<file path="src/pllm_pkg.sv">
// Shared types, codes and defaults for the pooled linked list manager.
package pllm_pkg;

	localparam int POOL_SIZE_DEF = 64;

	localparam int CMD_W   = 2;
	localparam int DATA_W  = 32;
	localparam int POS_W   = 6;
	localparam int STAT_W  = 2;
	localparam int IDX_W   = 6;
	localparam int COUNT_W = 7;

	localparam logic [CMD_W-1:0] CMD_PUSH   = 2'd0;
	localparam logic [CMD_W-1:0] CMD_POP    = 2'd1;
	localparam logic [CMD_W-1:0] CMD_REMOVE = 2'd2;
	localparam logic [CMD_W-1:0] CMD_CLEAR  = 2'd3;

	localparam logic [STAT_W-1:0] ST_OK    = 2'd0;
	localparam logic [STAT_W-1:0] ST_FULL  = 2'd1;
	localparam logic [STAT_W-1:0] ST_EMPTY = 2'd2;
	localparam logic [STAT_W-1:0] ST_RANGE = 2'd3;

	typedef struct packed {
		logic [CMD_W-1:0]  command;
		logic [DATA_W-1:0] payload;
		logic [POS_W-1:0]  position;
	} req_t;

	typedef struct packed {
		logic [STAT_W-1:0]  status;
		logic [IDX_W-1:0]   node_index;
		logic [COUNT_W-1:0] element_count;
	} rsp_t;

endpackage

</file>
<file path="src/pooled_linked_list_manager_top.sv">
// Pooled singly linked list manager: command sequencer around the node memory.
// Steps: push searches for a free node, then walks to the tail when the list is not empty;
// pop and remove-at walk the list; errors skip both; the clear command sweeps the node memory.
// Throughput: one command at a time; the list walk and the free-node scan go through the
// single read port of the node memory, one node per cycle.
// Reset: arst_n clears control; the block then sweeps every node of the node memory
// with req_ready low before the first command is taken.
module pooled_linked_list_manager_top #(
	parameter int POOL_SIZE = pllm_pkg::POOL_SIZE_DEF
) (
	input  logic           clk,
	input  logic           arst_n,
	input  logic           req_valid,
	output logic           req_ready,
	input  pllm_pkg::req_t req,
	output logic           rsp_valid,
	input  logic           rsp_ready,
	output pllm_pkg::rsp_t rsp
);

	import pllm_pkg::*;

	localparam int AW = $clog2(POOL_SIZE);
	localparam int LW = $clog2(POOL_SIZE + 1);
	localparam int NW = LW + 1;
	localparam logic [LW-1:0] LINK_NONE = LW'(POOL_SIZE);
	localparam logic [LW-1:0] CNT_LAST  = LW'(POOL_SIZE - 1);
	localparam logic [AW-1:0] LAST_IDX  = AW'(POOL_SIZE - 1);

	localparam logic [2:0] S_CLEAR  = 3'd0;
	localparam logic [2:0] S_IDLE   = 3'd1;
	localparam logic [2:0] S_SEARCH = 3'd2;
	localparam logic [2:0] S_ALLOC  = 3'd3;
	localparam logic [2:0] S_WALK   = 3'd4;
	localparam logic [2:0] S_FIN1   = 3'd5;
	localparam logic [2:0] S_FIN2   = 3'd6;
	localparam logic [2:0] S_DONE   = 3'd7;

	logic [2:0]        state_q;
	logic [LW-1:0]     head_q;
	logic [LW-1:0]     len_q;
	logic [AW-1:0]     start_q;
	logic [CMD_W-1:0]  cmd_q;
	logic [POS_W-1:0]  pos_q;
	logic [DATA_W-1:0] data_q;
	logic [AW-1:0]     scan_q;
	logic [LW-1:0]     cnt_q;
	logic [AW-1:0]     scan_s1;
	logic              srch_v_s1;
	logic              last_s1;
	logic [AW-1:0]     found_q;
	logic [LW-1:0]     cur_q;
	logic [LW-1:0]     prev_q;
	logic [LW-1:0]     steps_q;
	logic [LW-1:0]     curlink_q;
	logic [AW-1:0]     clr_q;
	logic              clr_rsp_q;
	rsp_t              pend_q;
	rsp_t              rsp_q;
	logic              rsp_valid_q;

	logic              node_we;
	logic [AW-1:0]     node_waddr;
	logic [NW-1:0]     node_wdata;
	logic [AW-1:0]     node_raddr;
	logic [NW-1:0]     node_rdata;
	logic              rd_active;
	logic [LW-1:0]     rd_link;
	logic              walk_stop;

	function automatic logic [AW-1:0] next_idx(input logic [AW-1:0] i);
		return (i == LAST_IDX) ? '0 : i + 1'b1;
	endfunction

	assign rd_active = node_rdata[LW];
	assign rd_link   = node_rdata[LW-1:0];

	// Remove stops at the requested position, pop and append stop at the tail.
	always_comb begin
		if (cmd_q == CMD_REMOVE) begin
			walk_stop = (32'(steps_q) == 32'(pos_q));
		end else begin
			walk_stop = (rd_link >= LINK_NONE) || (steps_q == LINK_NONE);
		end
	end

	always_comb begin
		node_we    = 1'b0;
		node_waddr = clr_q;
		node_wdata = {1'b0, LINK_NONE};
		node_raddr = head_q[AW-1:0];
		unique case (state_q)
			S_CLEAR: begin
				node_we = 1'b1;
			end
			S_SEARCH: begin
				node_raddr = scan_q;
			end
			S_ALLOC: begin
				node_we    = 1'b1;
				node_waddr = found_q;
				node_wdata = {1'b1, LINK_NONE};
			end
			S_WALK: begin
				node_raddr = rd_link[AW-1:0];
			end
			S_FIN1: begin
				node_we    = 1'b1;
				node_waddr = cur_q[AW-1:0];
				if (cmd_q == CMD_PUSH) begin
					node_wdata = {1'b1, LW'(found_q)};
				end else begin
					node_wdata = {1'b0, curlink_q};
				end
			end
			S_FIN2: begin
				node_we    = 1'b1;
				node_waddr = prev_q[AW-1:0];
				node_wdata = {1'b1, (cmd_q == CMD_POP) ? LINK_NONE : curlink_q};
			end
			default: begin
			end
		endcase
	end

	pllm_ram #(
		.WIDTH(NW),
		.DEPTH(POOL_SIZE)
	) u_node_ram (
		.clk  (clk),
		.we   (node_we),
		.waddr(node_waddr),
		.wdata(node_wdata),
		.re   (1'b1),
		.raddr(node_raddr),
		.rdata(node_rdata)
	);

	// Payload words are stored for the data path but no result reads them back.
	pllm_ram #(
		.WIDTH(DATA_W),
		.DEPTH(POOL_SIZE)
	) u_payload_ram (
		.clk  (clk),
		.we   (state_q == S_ALLOC),
		.waddr(found_q),
		.wdata(data_q),
		.re   (1'b0),
		.raddr(found_q),
		.rdata()
	);

	always_ff @(posedge clk or negedge arst_n) begin
		if (!arst_n) begin
			state_q     <= S_CLEAR;
			head_q      <= '0;
			len_q       <= '0;
			start_q     <= '0;
			cmd_q       <= CMD_PUSH;
			pos_q       <= '0;
			data_q      <= '0;
			scan_q      <= '0;
			cnt_q       <= '0;
			scan_s1     <= '0;
			srch_v_s1   <= 1'b0;
			last_s1     <= 1'b0;
			found_q     <= '0;
			cur_q       <= '0;
			prev_q      <= '0;
			steps_q     <= '0;
			curlink_q   <= '0;
			clr_q       <= '0;
			clr_rsp_q   <= 1'b0;
			pend_q      <= '0;
			rsp_q       <= '0;
			rsp_valid_q <= 1'b0;
		end else begin
			if (rsp_valid_q && rsp_ready && state_q != S_DONE) begin
				rsp_valid_q <= 1'b0;
			end
			unique case (state_q)
				S_CLEAR: begin
					clr_q <= next_idx(clr_q);
					if (clr_q == LAST_IDX) begin
						clr_rsp_q <= 1'b0;
						if (clr_rsp_q) begin
							pend_q  <= '{status: ST_OK, node_index: '0, element_count: '0};
							state_q <= S_DONE;
						end else begin
							state_q <= S_IDLE;
						end
					end
				end
				S_IDLE: begin
					if (req_valid) begin
						cmd_q   <= req.command;
						pos_q   <= req.position;
						data_q  <= req.payload;
						cur_q   <= head_q;
						prev_q  <= LINK_NONE;
						steps_q <= '0;
						unique case (req.command)
							CMD_PUSH: begin
								if (len_q >= LINK_NONE) begin
									pend_q  <= '{status: ST_FULL, node_index: '0,
										element_count: COUNT_W'(len_q)};
									state_q <= S_DONE;
								end else begin
									scan_q  <= start_q;
									cnt_q   <= '0;
									state_q <= S_SEARCH;
								end
							end
							CMD_POP: begin
								if (len_q == '0) begin
									pend_q  <= '{status: ST_EMPTY, node_index: '0,
										element_count: COUNT_W'(len_q)};
									state_q <= S_DONE;
								end else begin
									state_q <= S_WALK;
								end
							end
							CMD_REMOVE: begin
								if (32'(req.position) >= 32'(len_q)) begin
									pend_q  <= '{status: ST_RANGE, node_index: '0,
										element_count: COUNT_W'(len_q)};
									state_q <= S_DONE;
								end else begin
									state_q <= S_WALK;
								end
							end
							CMD_CLEAR: begin
								head_q    <= '0;
								len_q     <= '0;
								start_q   <= '0;
								clr_q     <= '0;
								clr_rsp_q <= 1'b1;
								state_q   <= S_CLEAR;
							end
							default: begin
							end
						endcase
					end
				end
				S_SEARCH: begin
					// Issue one probe a cycle; check the probe issued the cycle before.
					srch_v_s1 <= (cnt_q != LINK_NONE) &&
						!(srch_v_s1 && (!rd_active || last_s1));
					if (cnt_q != LINK_NONE) begin
						scan_s1 <= scan_q;
						last_s1 <= (cnt_q == CNT_LAST);
						scan_q  <= next_idx(scan_q);
						cnt_q   <= cnt_q + 1'b1;
					end
					if (srch_v_s1) begin
						if (!rd_active) begin
							found_q <= scan_s1;
							state_q <= S_ALLOC;
						end else if (last_s1) begin
							pend_q  <= '{status: ST_FULL, node_index: '0,
								element_count: COUNT_W'(len_q)};
							state_q <= S_DONE;
						end
					end
				end
				S_ALLOC: begin
					start_q <= next_idx(found_q);
					if (len_q == '0) begin
						head_q  <= LW'(found_q);
						len_q   <= len_q + 1'b1;
						pend_q  <= '{status: ST_OK, node_index: IDX_W'(found_q),
							element_count: COUNT_W'(len_q + 1'b1)};
						state_q <= S_DONE;
					end else begin
						state_q <= S_WALK;
					end
				end
				S_WALK: begin
					if (walk_stop) begin
						curlink_q <= rd_link;
						state_q   <= S_FIN1;
					end else begin
						cur_q   <= rd_link;
						prev_q  <= cur_q;
						steps_q <= steps_q + 1'b1;
					end
				end
				S_FIN1: begin
					if (cmd_q == CMD_PUSH) begin
						len_q   <= len_q + 1'b1;
						pend_q  <= '{status: ST_OK, node_index: IDX_W'(found_q),
							element_count: COUNT_W'(len_q + 1'b1)};
						state_q <= S_DONE;
					end else begin
						len_q  <= len_q - 1'b1;
						pend_q <= '{status: ST_OK, node_index: '0,
							element_count: COUNT_W'(len_q - 1'b1)};
						if (prev_q < LINK_NONE) begin
							state_q <= S_FIN2;
						end else begin
							// Removing the head moves the head to its successor.
							if (cmd_q == CMD_REMOVE) begin
								head_q <= curlink_q;
							end
							state_q <= S_DONE;
						end
					end
				end
				S_FIN2: begin
					state_q <= S_DONE;
				end
				S_DONE: begin
					if (!rsp_valid_q || rsp_ready) begin
						rsp_q       <= pend_q;
						rsp_valid_q <= 1'b1;
						state_q     <= S_IDLE;
					end
				end
				default: begin
					state_q <= S_IDLE;
				end
			endcase
		end
	end

	assign req_ready = (state_q == S_IDLE);
	assign rsp_valid = rsp_valid_q;
	assign rsp       = rsp_q;

`ifndef SYNTHESIS
	a_len_bound: assert property (@(posedge clk) disable iff (!arst_n)
		len_q <= LINK_NONE)
		else $error("element count exceeds pool size");

	a_err_index: assert property (@(posedge clk) disable iff (!arst_n)
		rsp_valid && rsp.status != ST_OK |-> rsp.node_index == '0)
		else $error("failed command reports a node index");

	a_idle_no_write: assert property (@(posedge clk) disable iff (!arst_n)
		state_q == S_IDLE || state_q == S_DONE |-> !node_we)
		else $error("node memory written outside a command");

	a_prev_valid: assert property (@(posedge clk) disable iff (!arst_n)
		state_q == S_FIN2 |-> prev_q < LINK_NONE)
		else $error("predecessor write without a predecessor");

	a_walk_bound: assert property (@(posedge clk) disable iff (!arst_n)
		state_q == S_WALK |-> steps_q <= LINK_NONE)
		else $error("list walk ran past the pool size");
`endif

endmodule

</file>
<file path="src/pllm_ram.sv">
// Generic simple dual-port RAM with one write port and a registered read port.
module pllm_ram #(
	parameter int WIDTH = 8,
	parameter int DEPTH = 64,
	localparam int AW = (DEPTH > 1) ? $clog2(DEPTH) : 1
) (
	input  logic             clk,
	input  logic             we,
	input  logic [AW-1:0]    waddr,
	input  logic [WIDTH-1:0] wdata,
	input  logic             re,
	input  logic [AW-1:0]    raddr,
	output logic [WIDTH-1:0] rdata
);

	logic [WIDTH-1:0] mem [DEPTH];

	always_ff @(posedge clk) begin
		if (we) begin
			mem[waddr] <= wdata;
		end
		if (re) begin
			rdata <= mem[raddr];
		end
	end

endmodule

</file>
<file path="config.mk">
export PLATFORM = sky130hd
export DESIGN_NAME = pooled_linked_list_manager_top
export DESIGN_NICKNAME = d
export VERILOG_FILES = /design/src/pllm_pkg.sv /design/src/pooled_linked_list_manager_top.sv /design/src/pllm_ram.sv
export SDC_FILE = /design/constraint.sdc
export NUM_CORES = 1
export LEC_CHECK = 0
export ABC_AREA = 1
export BUFFER_PORTS_ARGS = -buffer_cell sky130_fd_sc_hd__buf_2
export CAP_MARGIN = 20
export CORE_UTILIZATION = 45
export DETAILED_ROUTE_END_ITERATION = 10
export GPL_TIMING_DRIVEN = 0
export PLACE_DENSITY = 0.59
export SLEW_MARGIN = 25
export SYNTH_ARGS = -nofsm -noshare
export SYNTH_HDL_FRONTEND = slang
export SYNTH_SLANG_ARGS = --single-unit
</file>
<file path="constraint.sdc">
create_clock -name clk -period 4.6 [get_ports clk]
set_input_delay 0.46 -clock clk [delete_from_list [all_inputs] [get_ports clk]]
set_output_delay 0.46 -clock clk [all_outputs]
set_load 0.02 [all_outputs]
</file>
Word-level counts from Yosys, hierarchy flattened

Memory sizes are Yosys's and may differ from the RTL's. A register that Yosys moved wholly into a read port is not among the register bits.
Index checks and enable logic that the tools add are counted.

Add/sub/neg operators: 7
Magnitude comparators: 4
Equality and inequality tests: 42
Multiplexer cells: 80
Bitwise gates (word level): 1
Reduce and logical (&&, ||, !) cells: 35

Operators by type and width:

| operator                                                       | number |
|---|---|
| 15-bit 2-to-1 mux                                              | 10 |
| 7-bit 2-to-1 mux                                               | 19 |
| 15-bit case mux with 5 select lines                            | 1 |
| 7-bit case mux with 2 select lines                             | 4 |
| 6-bit 2-to-1 mux                                               | 9 |
| 6-bit case mux with 2 select lines                             | 4 |
| 15-bit case mux with 3 select lines                            | 1 |
| 7-bit case mux with 3 select lines                             | 2 |
| 2-bit inequality test (second input constant)                  | 14 |
| 3-bit 2-to-1 mux                                               | 9 |
| 3-bit case mux with 8 select lines                             | 1 |
| 8-bit case mux with 3 select lines                             | 1 |
| 7-bit by 1-bit adder with 7-bit output (second input constant) | 3 |
| 6-bit by 1-bit adder with 6-bit output (second input constant) | 3 |
| 6-bit equality test (second input constant)                    | 3 |
| 6-bit case mux with 3 select lines                             | 1 |
| 3-bit inequality test (second input constant)                  | 5 |
| 7-bit >= comparator (second input constant)                    | 2 |
| 13-bit 2-to-1 mux                                              | 1 |
| 3-bit equality test (second input constant)                    | 4 |
| 1-bit 2-to-1 mux                                               | 12 |
| 3-bit case mux with 4 select lines                             | 1 |
| 12-bit AND reduction                                           | 1 |
| 3-bit AND reduction                                            | 4 |
| 32 further kinds                                               | 54 |

Flip-flop bits (word level): 124
RAM bits: 512
Input port bits: 44
Logic and storage cells: 195
Memories: 1

Memory list:

| memory         | words | width | rd ports | clocked after Yosys merged registers in | wr ports | RTL line       | text |
|---|---|---|---|---|---|---|---|
| u_node_ram.mem | 64    | 8     | 1        | 1                                       | 1        | pllm_ram.sv:16 | `logic [WIDTH-1:0] mem [DEPTH];` |

Longest topological paths before layout

Gate-level depths: netlist (run 1).

Depth after elaboration: 5
Gate-level depth with buffers: 16

By module

A second synthesis (run 1) with hierarchy kept.

Cell total of the unflattened synthesis: 2674
Area total of the unflattened synthesis: 28212.1 um^2

Modules (own cells, without submodules):

| module                         | times used | cells an instance | area each (um^2) |
|---|---|---|---|
| pllm_ram                       | 1          | 1822              | 21371.7 |
| pooled_linked_list_manager_top | 1          | 852               | 6840.3 |

Worst setup path after synthesis (run 1)

Ideal clock, no wire load.

Kind: register to register
Start: reg state_q[1]
End: mem u_node_ram.mem[0][1], data pin
Library setup time: 702 ps
Data arrival time: 3824 ps
Slack: 74 ps
Cell stages (with the launch flop): 9
Buffers on the path: 1
Period minus slack after synthesis: 4526 ps
Cells stage by stage: dfrtp_1 -> inv_2 -> nand2_1 -> inv_1 -> nand2_1 -> buf_2 -> nor2_1 -> nor2_1 -> o21ai_0

Longest elaborated chain between the ends: 2
Elaborated cells between the ends (all ways): 4

Ends and longest elaborated chain:

| what                                                                                         | RTL line                              | text |
|---|---|---|
| start, declared                                                                              | pooled_linked_list_manager_top.sv:39  | `logic [2:0] state_q;` |
| start signal, assigned                                                                       | pooled_linked_list_manager_top.sv:155 | `state_q <= S_CLEAR;` |
| start signal, assigned                                                                       | pooled_linked_list_manager_top.sv:188 | `state_q <= S_DONE;` |
| start signal, assigned                                                                       | pooled_linked_list_manager_top.sv:190 | `state_q <= S_IDLE;` |
| 3-bit equality test / 3-bit by 2-bit equality test with 1-bit output (equally long branches) | pooled_linked_list_manager_top.sv:92  | `unique case (state_q)` |
| 8-bit case mux with 3 select lines (*)                                                       | pooled_linked_list_manager_top.sv:92  |  |
| via node_wdata[1]                                                                            | pooled_linked_list_manager_top.sv:64  | `logic [NW-1:0] node_wdata;` |
| end, declared                                                                                | pllm_ram.sv:16                        |  |

The timed path passes the listed nets; every way through them passes the cells marked *.

Final worst setup path (run 1)

Start: reg state_q[1]
End: mem u_node_ram.mem[56][0] (enable)

Longest elaborated chain between the ends: 5
Elaborated cells between the ends (all ways): 9

Ends and longest elaborated chain:

| what                                        | RTL line                             | text |
|---|---|---|
| 3-bit equality test (tied with other cells) | pooled_linked_list_manager_top.sv:92 |  |
| 4-bit OR reduction (no line)                | -                                    |  |
| 1-bit 2-to-1 mux                            | pooled_linked_list_manager_top.sv:92 |  |
| 1-bit 2-to-1 mux                            | pllm_ram.sv:19                       | `if (we) begin` |
| 1-bit 2-to-1 mux (implied by the code)      | pllm_ram.sv:20                       | `mem[waddr] <= wdata;` |

Several ways; a longest one is shown, not always the timed one.

==> flow_summary_export.csv, run 1 <==
group,metric,value,unit
status,status,"complete, no violations",
synthesis,ys.flop_type,"edfxtp_1",
pwr,vdd_ir_drop_max,0.384,mV
drt,drt_drc_violations_left,0,
sta,finClkSkew,0.0177,ns
pwr,pwr-share-clk,20.8,%
sta,fin_setup_tns,0,ns
layout,final_util,52.1,%
synthesis,ys_async_sr_fraction,19.3,%
global_routing,grt_max_degree,64,
sta,fin_crit_sh,82.1,%
drt,drtIter0Drc,2219,
placed_design,hpwl,63600,µm
global_routing,grt_use_total,26.5,%
pwr,leakagePower,13.8,nW
floorplan,io_pins,61,
synthesis,synthTopCellsByArea,"edfxtp_1 52%, dfrtp_1 11%, nand3_1 10%, nand2_1 6.6%, inv_1 5.1%",
synthesis,ys_ff_latch,644,
sta,fin_crit,3.78,ns
pwr,p_comb_share,49.5,%
placed_design,dp_cells,3807,
placed_design,port_buffers,28,
placed_design,pre_cts_ws,0.875,ns
setup_path,start_kind,"flip-flop",
drt,routed_wl,87900,µm
synthesis,synth_common_cells,"588 x nand3_1, 519 x nand2_1, 512 x edfxtp_1",
pwr,switching_share,46.8,%
clocking,cts_sinks,644,
clocking,clk_latency,0.62,ns
global_routing,grt_pass1_vias,21040,
worst_hold_path,hold_class,"input port to flip-flop",
global_routing,grt-ovfl-total,0,
sta,drv_slew,0,
synthesis,avgSynthCellArea,10.2,µm²
floorplan,die_w,258,µm
layout,area_growth_syn_to_layout,14.0,%
placed_design,gp_congestion,0.937,
synthesis,syn-cell-area,0.0295,mm²
setup_path,cp.required,4.85,ns
global_routing,grt_pass1_wl,131000,µm
clocking,h-tree-depth,3,
setup_path,criticalPathCategory,"flip-flop to flip-flop",
clocking,post-cts-setup-buffer-count,0,
layout,antenna_cells,0,
clocking,clk_pin_slew,0.06,ns
floorplan,rows,93,
setup_path,reg2reg_slack,0.82,ns
drt,routed-via-count,21743,
layout,drive_gt1_share,9.90,%
drt,via_per_inst,5.53,
synthesis,yosys_warnings,0,
drt,post_drt_wl_per_cell,22.3,µm
sta,maxSlewHeadroom,27.1,%
clocking,cts_made_buffers,72,
sta,hold_viol_final,0,
pwr,p_seq_share,29.7,%
sta,setup_viol,0,
floorplan,dieHeight,258,µm
floorplan,die_area,0.0667,mm²
clocking,cts_tree,"done",
pwr,p_per_area,804,mW/mm²
layout,finalNetCount,3092,
synthesis,ys_seq_area_share,63.1,%
flow_run,cap_violations,0,
sta,max_slew.worst_pin.slew,1.09,ns
layout,fillers,5799,
layout,fin_cells,3935,
synthesis,synthDistinctLibCells,40,
setup_path,setup.worst_path.end_class,"flip-flop",
clocking,hold_buffers,1,
synthesis,synth_enable_flop_cells,512,
global_routing,antenna_found_initial,0,
sta,max_freq,265,MHz
synthesis,yosys.area.top_type,"edfxtp_1",
setup_path,path_max_fanout,10,
sta,rsz0062_at_grt,"false",
floorplan,initial_core_util,45.7,%
synthesis,netlist.area_leader.share,52.0,%
clocking,ctsResizeCount,0,
synthesis,syn-num-nets,2967,
pwr,p_int,14.4,mW
floorplan,design.core.area,0.0647,mm²
setup_path,cp.arrival,4.03,ns
clocking,cts-root-buf,"clkbuf_16",
clocking,cts_buffer_depth,3,
drt,antenna_left,0,
pwr,p_switching,12.7,mW
sta,hold_ws,0.0839,ns
synthesis,yosysMostFrequentCell,"nand3_1",
sta,fin_ws,0.823,ns
drt,dr.pass1.iters,6,
synthesis,syn_inst,2902,
## worst paths after layout
check,cells after the start,from,end
hold / removal,3,req[1],pos_q[1]
setup reg to reg,11,state_q[1],u_node_ram.mem[56][0]
min in group asynchronous,2,arst_n,curlink_q[0]
setup / recovery,11,state_q[1],u_node_ram.mem[56][0]
max in group asynchronous,3,arst_n,cnt_q[5]
hold reg to reg,2,curlink_q[4],curlink_q[4]
## logic make-up after synthesis
logic type	synth area share, %
simple gates	24.0
compound gates	3.22
fa+ha+maj	0.889
flops	63.1
mux	0.610
xor+xnor	0.622
buf+inv	7.62
## worst max-delay path: stages (launching register included)
cell	delay, ns
dfrtp_1	0.46
inv_2	0.09
nand2_1	0.17
inv_1	0.09
nand2_1	0.12
inv_2	0.12
a221oi_1	0.47
inv_1	0.08
nor2_1	0.14
buf_4	0.20
nand3_1	0.58
nor2_1	0.88
## layout make-up
type | count | area [µm²] | area share (%)
Tap cell | 855 | 1070 | 3.17
Inverter | 411 | 1540 | 4.58
Clock inverter | 32 | 337 | 0.999
Multi-Input combinational cell | 1694 | 8760 | 26.0
Sequential cell | 644 | 18600 | 55.3
Clock buffer | 95 | 1930 | 5.72
Timing Repair Buffer | 51 | 713 | 2.12
Buffer | 153 | 709 | 2.11
## power groups by stage
stage	Combinational (mW)	Clock, mW	Sequential, mW
floorplan	7.72	0	8.14
global route	14.4	5.92	8.10
finish	13.4	5.63	8.04
global placement	12.5	0	8.33
CTS	13.2	5.69	8.03
detailed placement	13.1	0	8.14
## routing by layer
layer / track usage (%) / vias up / share of wire (%) / wire length, µm
li1: - / 10115 / - / -
met1: 35.6 / 10528 / 43 / 37500
met2: 43.0 / 888 / 47 / 40900
met3: 4.20 / 212 / 6.5 / 5700
met4: 11.0 / 0 / 4.3 / 3770
met5: 0 / - / 0 / 0
## sequential cells by signal (all words and copies together), names as in the netlist, 2 cells and up
| signal | cells |
|---|---|
| cur_q | 7 |
| start_q | 6 |
| state_q | 3 |
| steps_q | 7 |
| scan_q | 6 |
| prev_q | 7 |
| cmd_q | 2 |
| cnt_q | 7 |
| head_q | 7 |
| curlink_q | 7 |
| u_node_ram.rdata | 8 |
| rsp | 15 |
| len_q | 7 |
| pend_q | 15 |
| clr_q | 6 |
| scan_s1 | 6 |
| pos_q | 6 |
| found_q | 6 |
| u_node_ram.mem | 512 |
## cell usage in the layout, fill, tap and decap left out, drive strengths merged, types with 2 or more instances in the layout
| master | Yosys | layout |
|---|---|---|
| buf | 107 | 157 |
| a21oi | 42 | 42 |
| o211ai | 7 | 7 |
| inv | 411 | 418 |
| edfxtp | 512 | 512 |
| xor2 | 15 | 15 |
| dfrtp | 124 | 124 |
| bufinv | 0 | 5 |
| dfxtp | 8 | 8 |
| nand3 | 589 | 589 |
| nand3b | 189 | 189 |
| clkbuf | 46 | 141 |
| xnor2 | 6 | 6 |
| mux2 | 16 | 16 |
| o21ai | 76 | 76 |
| nor2 | 139 | 139 |
| nand4 | 11 | 11 |
| ha | 21 | 21 |
| nand2 | 521 | 521 |
| clkinvlp | 0 | 2 |
| clkinv | 0 | 18 |
| o221ai | 4 | 4 |
| nor3 | 14 | 14 |
| a31oi | 3 | 3 |
| a221oi | 3 | 3 |
| nor4 | 5 | 5 |
| o22ai | 25 | 25 |
| a211oi | 3 | 3 |
## per-stage QoR
stage,area [µm²],power [mW]
2_1_floorplan,29500,15.9
3_3_place_gp,30800,20.8
3_5_place_dp,31400,21.3
4_1_cts,33700,26.9
5_1_grt,33700,28.4
6_report,33700,27.1
Power figures use the tool's default switching activity.
==> inputs of run 2 (changes only) <==
Settings changed: PLACE_DENSITY 0.59 to 0.56.
Clock period 4.6 ns to 3.8 ns, I/O delays scaled along.
==> flow_summary_export.csv, run 2 (same netlist as run 1, synthesis figures left out) <==
group,metric,value,unit
placed_design,placed_area,0.0314,mm²
global_routing,antenna_found_initial,0,
placed_design,hpwl,64300,µm
layout,seqCellArea,0.0186,mm²
flow_run,cap_violations,0,
drt,routed_wl,88700,µm
sta,fin_crit,3.77,ns
placed_design,dp_cells,3807,
clocking,h-tree-depth,3,
pwr,p_per_area,977,mW/mm²
worst_hold_path,hold_class,"input port to flip-flop",
setup_path,path_max_fanout,10,
layout,fillers,5790,
pwr,leakagePower,13.9,nW
clocking,cts_buffer_depth,3,
layout,fin_area,0.0339,mm²
floorplan,die_area,0.0667,mm²
setup_path,worst-path-buf-inv,5,
floorplan,io_pins,61,
setup_path,cp_slowest_stage_delay,0.91,ns
setup_path,worstPathCellList,"inv_2 > nand2_1 > inv_1 > nand2_1 > inv_2 > a221oi_1 > inv_1 > nor2_1 > buf_4 > nand3_1 > nor2_1",
global_routing,grt_max_degree,71,
placed_design,port_buffers,28,
layout,largest-register,"u_node_ram.mem",
clocking,clk_pin_slew,0.06,ns
setup_path,cp.required,4.04,ns
drt,drt_drc_violations_left,0,
drt,routed-via-count,21813,
drt,antenna_left,0,
layout,area_growth_syn_to_layout,14.7,%
drt,drtIter0Drc,2268,
drt,via_per_inst,5.54,
floorplan,initial_core_util,45.7,%
sta,maxSlewHeadroom,27.5,%
global_routing,grt_pass1_vias,20867,
global_routing,grt_use_total,26.7,%
sta,fin_crit_sh,99.3,%
sta,max_freq,265,MHz
layout,layout_common_cells,"587 x nand3_1, 518 x nand2_1, 512 x edfxtp_1, 399 x inv_1, 189 x nand3b_1",
layout,largest_reg_flops,512,
setup_path,criticalPathCategory,"flip-flop to flip-flop",
layout,drive_gt1_share,10.5,%
sta,finClkSkew,0.0220,ns
sta,hold_viol_final,0,
drt,dr.pass1.iters,8,
clocking,cts_sinks,644,
floorplan,dieHeight,258,µm
sta,fin_setup_tns,0,ns
setup_path,start_kind,"flip-flop",
layout,final_util,52.4,%
pwr,power,33.1,mW
setup_path,cp.arrival,4.01,ns
sta,drv_slew,0,
layout,multi_input_area,0.00878,mm²
setup_path,cp_top_family,"simple AND/OR/NAND/NOR gates",
clocking,cts-root-buf,"clkbuf_16",
status,status,"complete, no violations",
floorplan,design.core.area,0.0647,mm²
clocking,clk_latency,0.62,ns
pwr,vdd_ir_drop_max,0.535,mV
sta,max_slew.worst_pin.slew,1.09,ns
global_routing,grt_pass1_wl,131000,µm
drt,post_drt_wl_per_cell,22.5,µm
sta,rsz0062_at_grt,"true",
setup_path,cp_slowest_cell,"nor2_1",
floorplan,die_w,258,µm
layout,fin_cells,3939,
clocking,cts_tree,"done",
clocking,cts_made_buffers,71,
layout,antenna_cells,0,
layout,final_common_cell,"nand3_1",
floorplan,rows,93,
setup_path,setup.worst_path.end_class,"flip-flop",
placed_design,gp_congestion,0.942,
layout,finalNetCount,3095,
sta,setup_viol,0,
global_routing,grt-ovfl-total,0,
run 2: final cells by class:
| type | instances | share of cell area [%] |
|---|---|---|
| buffer | 153 | 2.09 |
| clock buffer | 90 | 5.94 |
| clock inverter | 37 | 1.08 |
| inverter | 411 | 4.55 |
| multi-input combinational | 1694 | 25.9 |
| sequential | 644 | 55.0 |
| tap | 855 | 3.16 |
| timing repair buffer | 55 | 2.26 |
run 2: path summary, 6_finish.rpt:
check | from | end | slack, ns | cells past startpoint
max reg2reg | state_q[1] | u_node_ram.mem[44][6] | 0.03 | 11
max in group asynchronous | arst_n | last_s1 | 2.83 | 3
min in group asynchronous | arst_n | pos_q[2] | 0.29 | 2
min reg2reg | curlink_q[2] | curlink_q[2] | 0.48 | 2
min | req[3] | pos_q[3] | 0.04 | 3
max | state_q[1] | u_node_ram.mem[44][6] | 0.03 | 11
run 2: repair_timing:
item,in CTS,in global routing
endpoints found under the hold margin,58,0
gates resized for setup,0,9
setup buffers,0,0
endpoints found under the setup margin,0,88
hold buffers,5,0
run 2: metrics by stage:
| stage | hold slack [ns] | setup slack (ns) |
|---|---|---|
| finish | 0.0378 | 0.0283 |
| floorplan | 0.0844 | 0.185 |
| global route | 0.0468 | -0.135 |
| global placement | 0.460 | -4.45 |
| detailed placement | 0.329 | 0.0565 |
| CTS | 0.0166 | 0.0492 |
run 2: worst register-to-register path, cell delays in order, from the launching register on:
cell	delay (ns)
dfrtp_1	0.46
inv_2	0.09
nand2_1	0.16
inv_1	0.09
nand2_1	0.13
inv_2	0.12
a221oi_1	0.40
inv_1	0.10
nor2_1	0.15
buf_4	0.19
nand3_1	0.58
nor2_1	0.91
run 2: power by group:
part,switching [mW],total (mW),internal (mW)
Sequential,0.482,9.73,9.25
Clock,2.85,7.07,4.22
Combinational,12.0,16.3,4.29
Total,15.4,33.1,17.8
run 2: layer usage:
layer,vias up,global-route usage (%),wire length [µm]
li1,10138,-,-
met2,855,42.8,41000
met3,199,4.34,6170
met5,-,0,0
met4,0,12.6,3900
met1,10621,35.7,37600
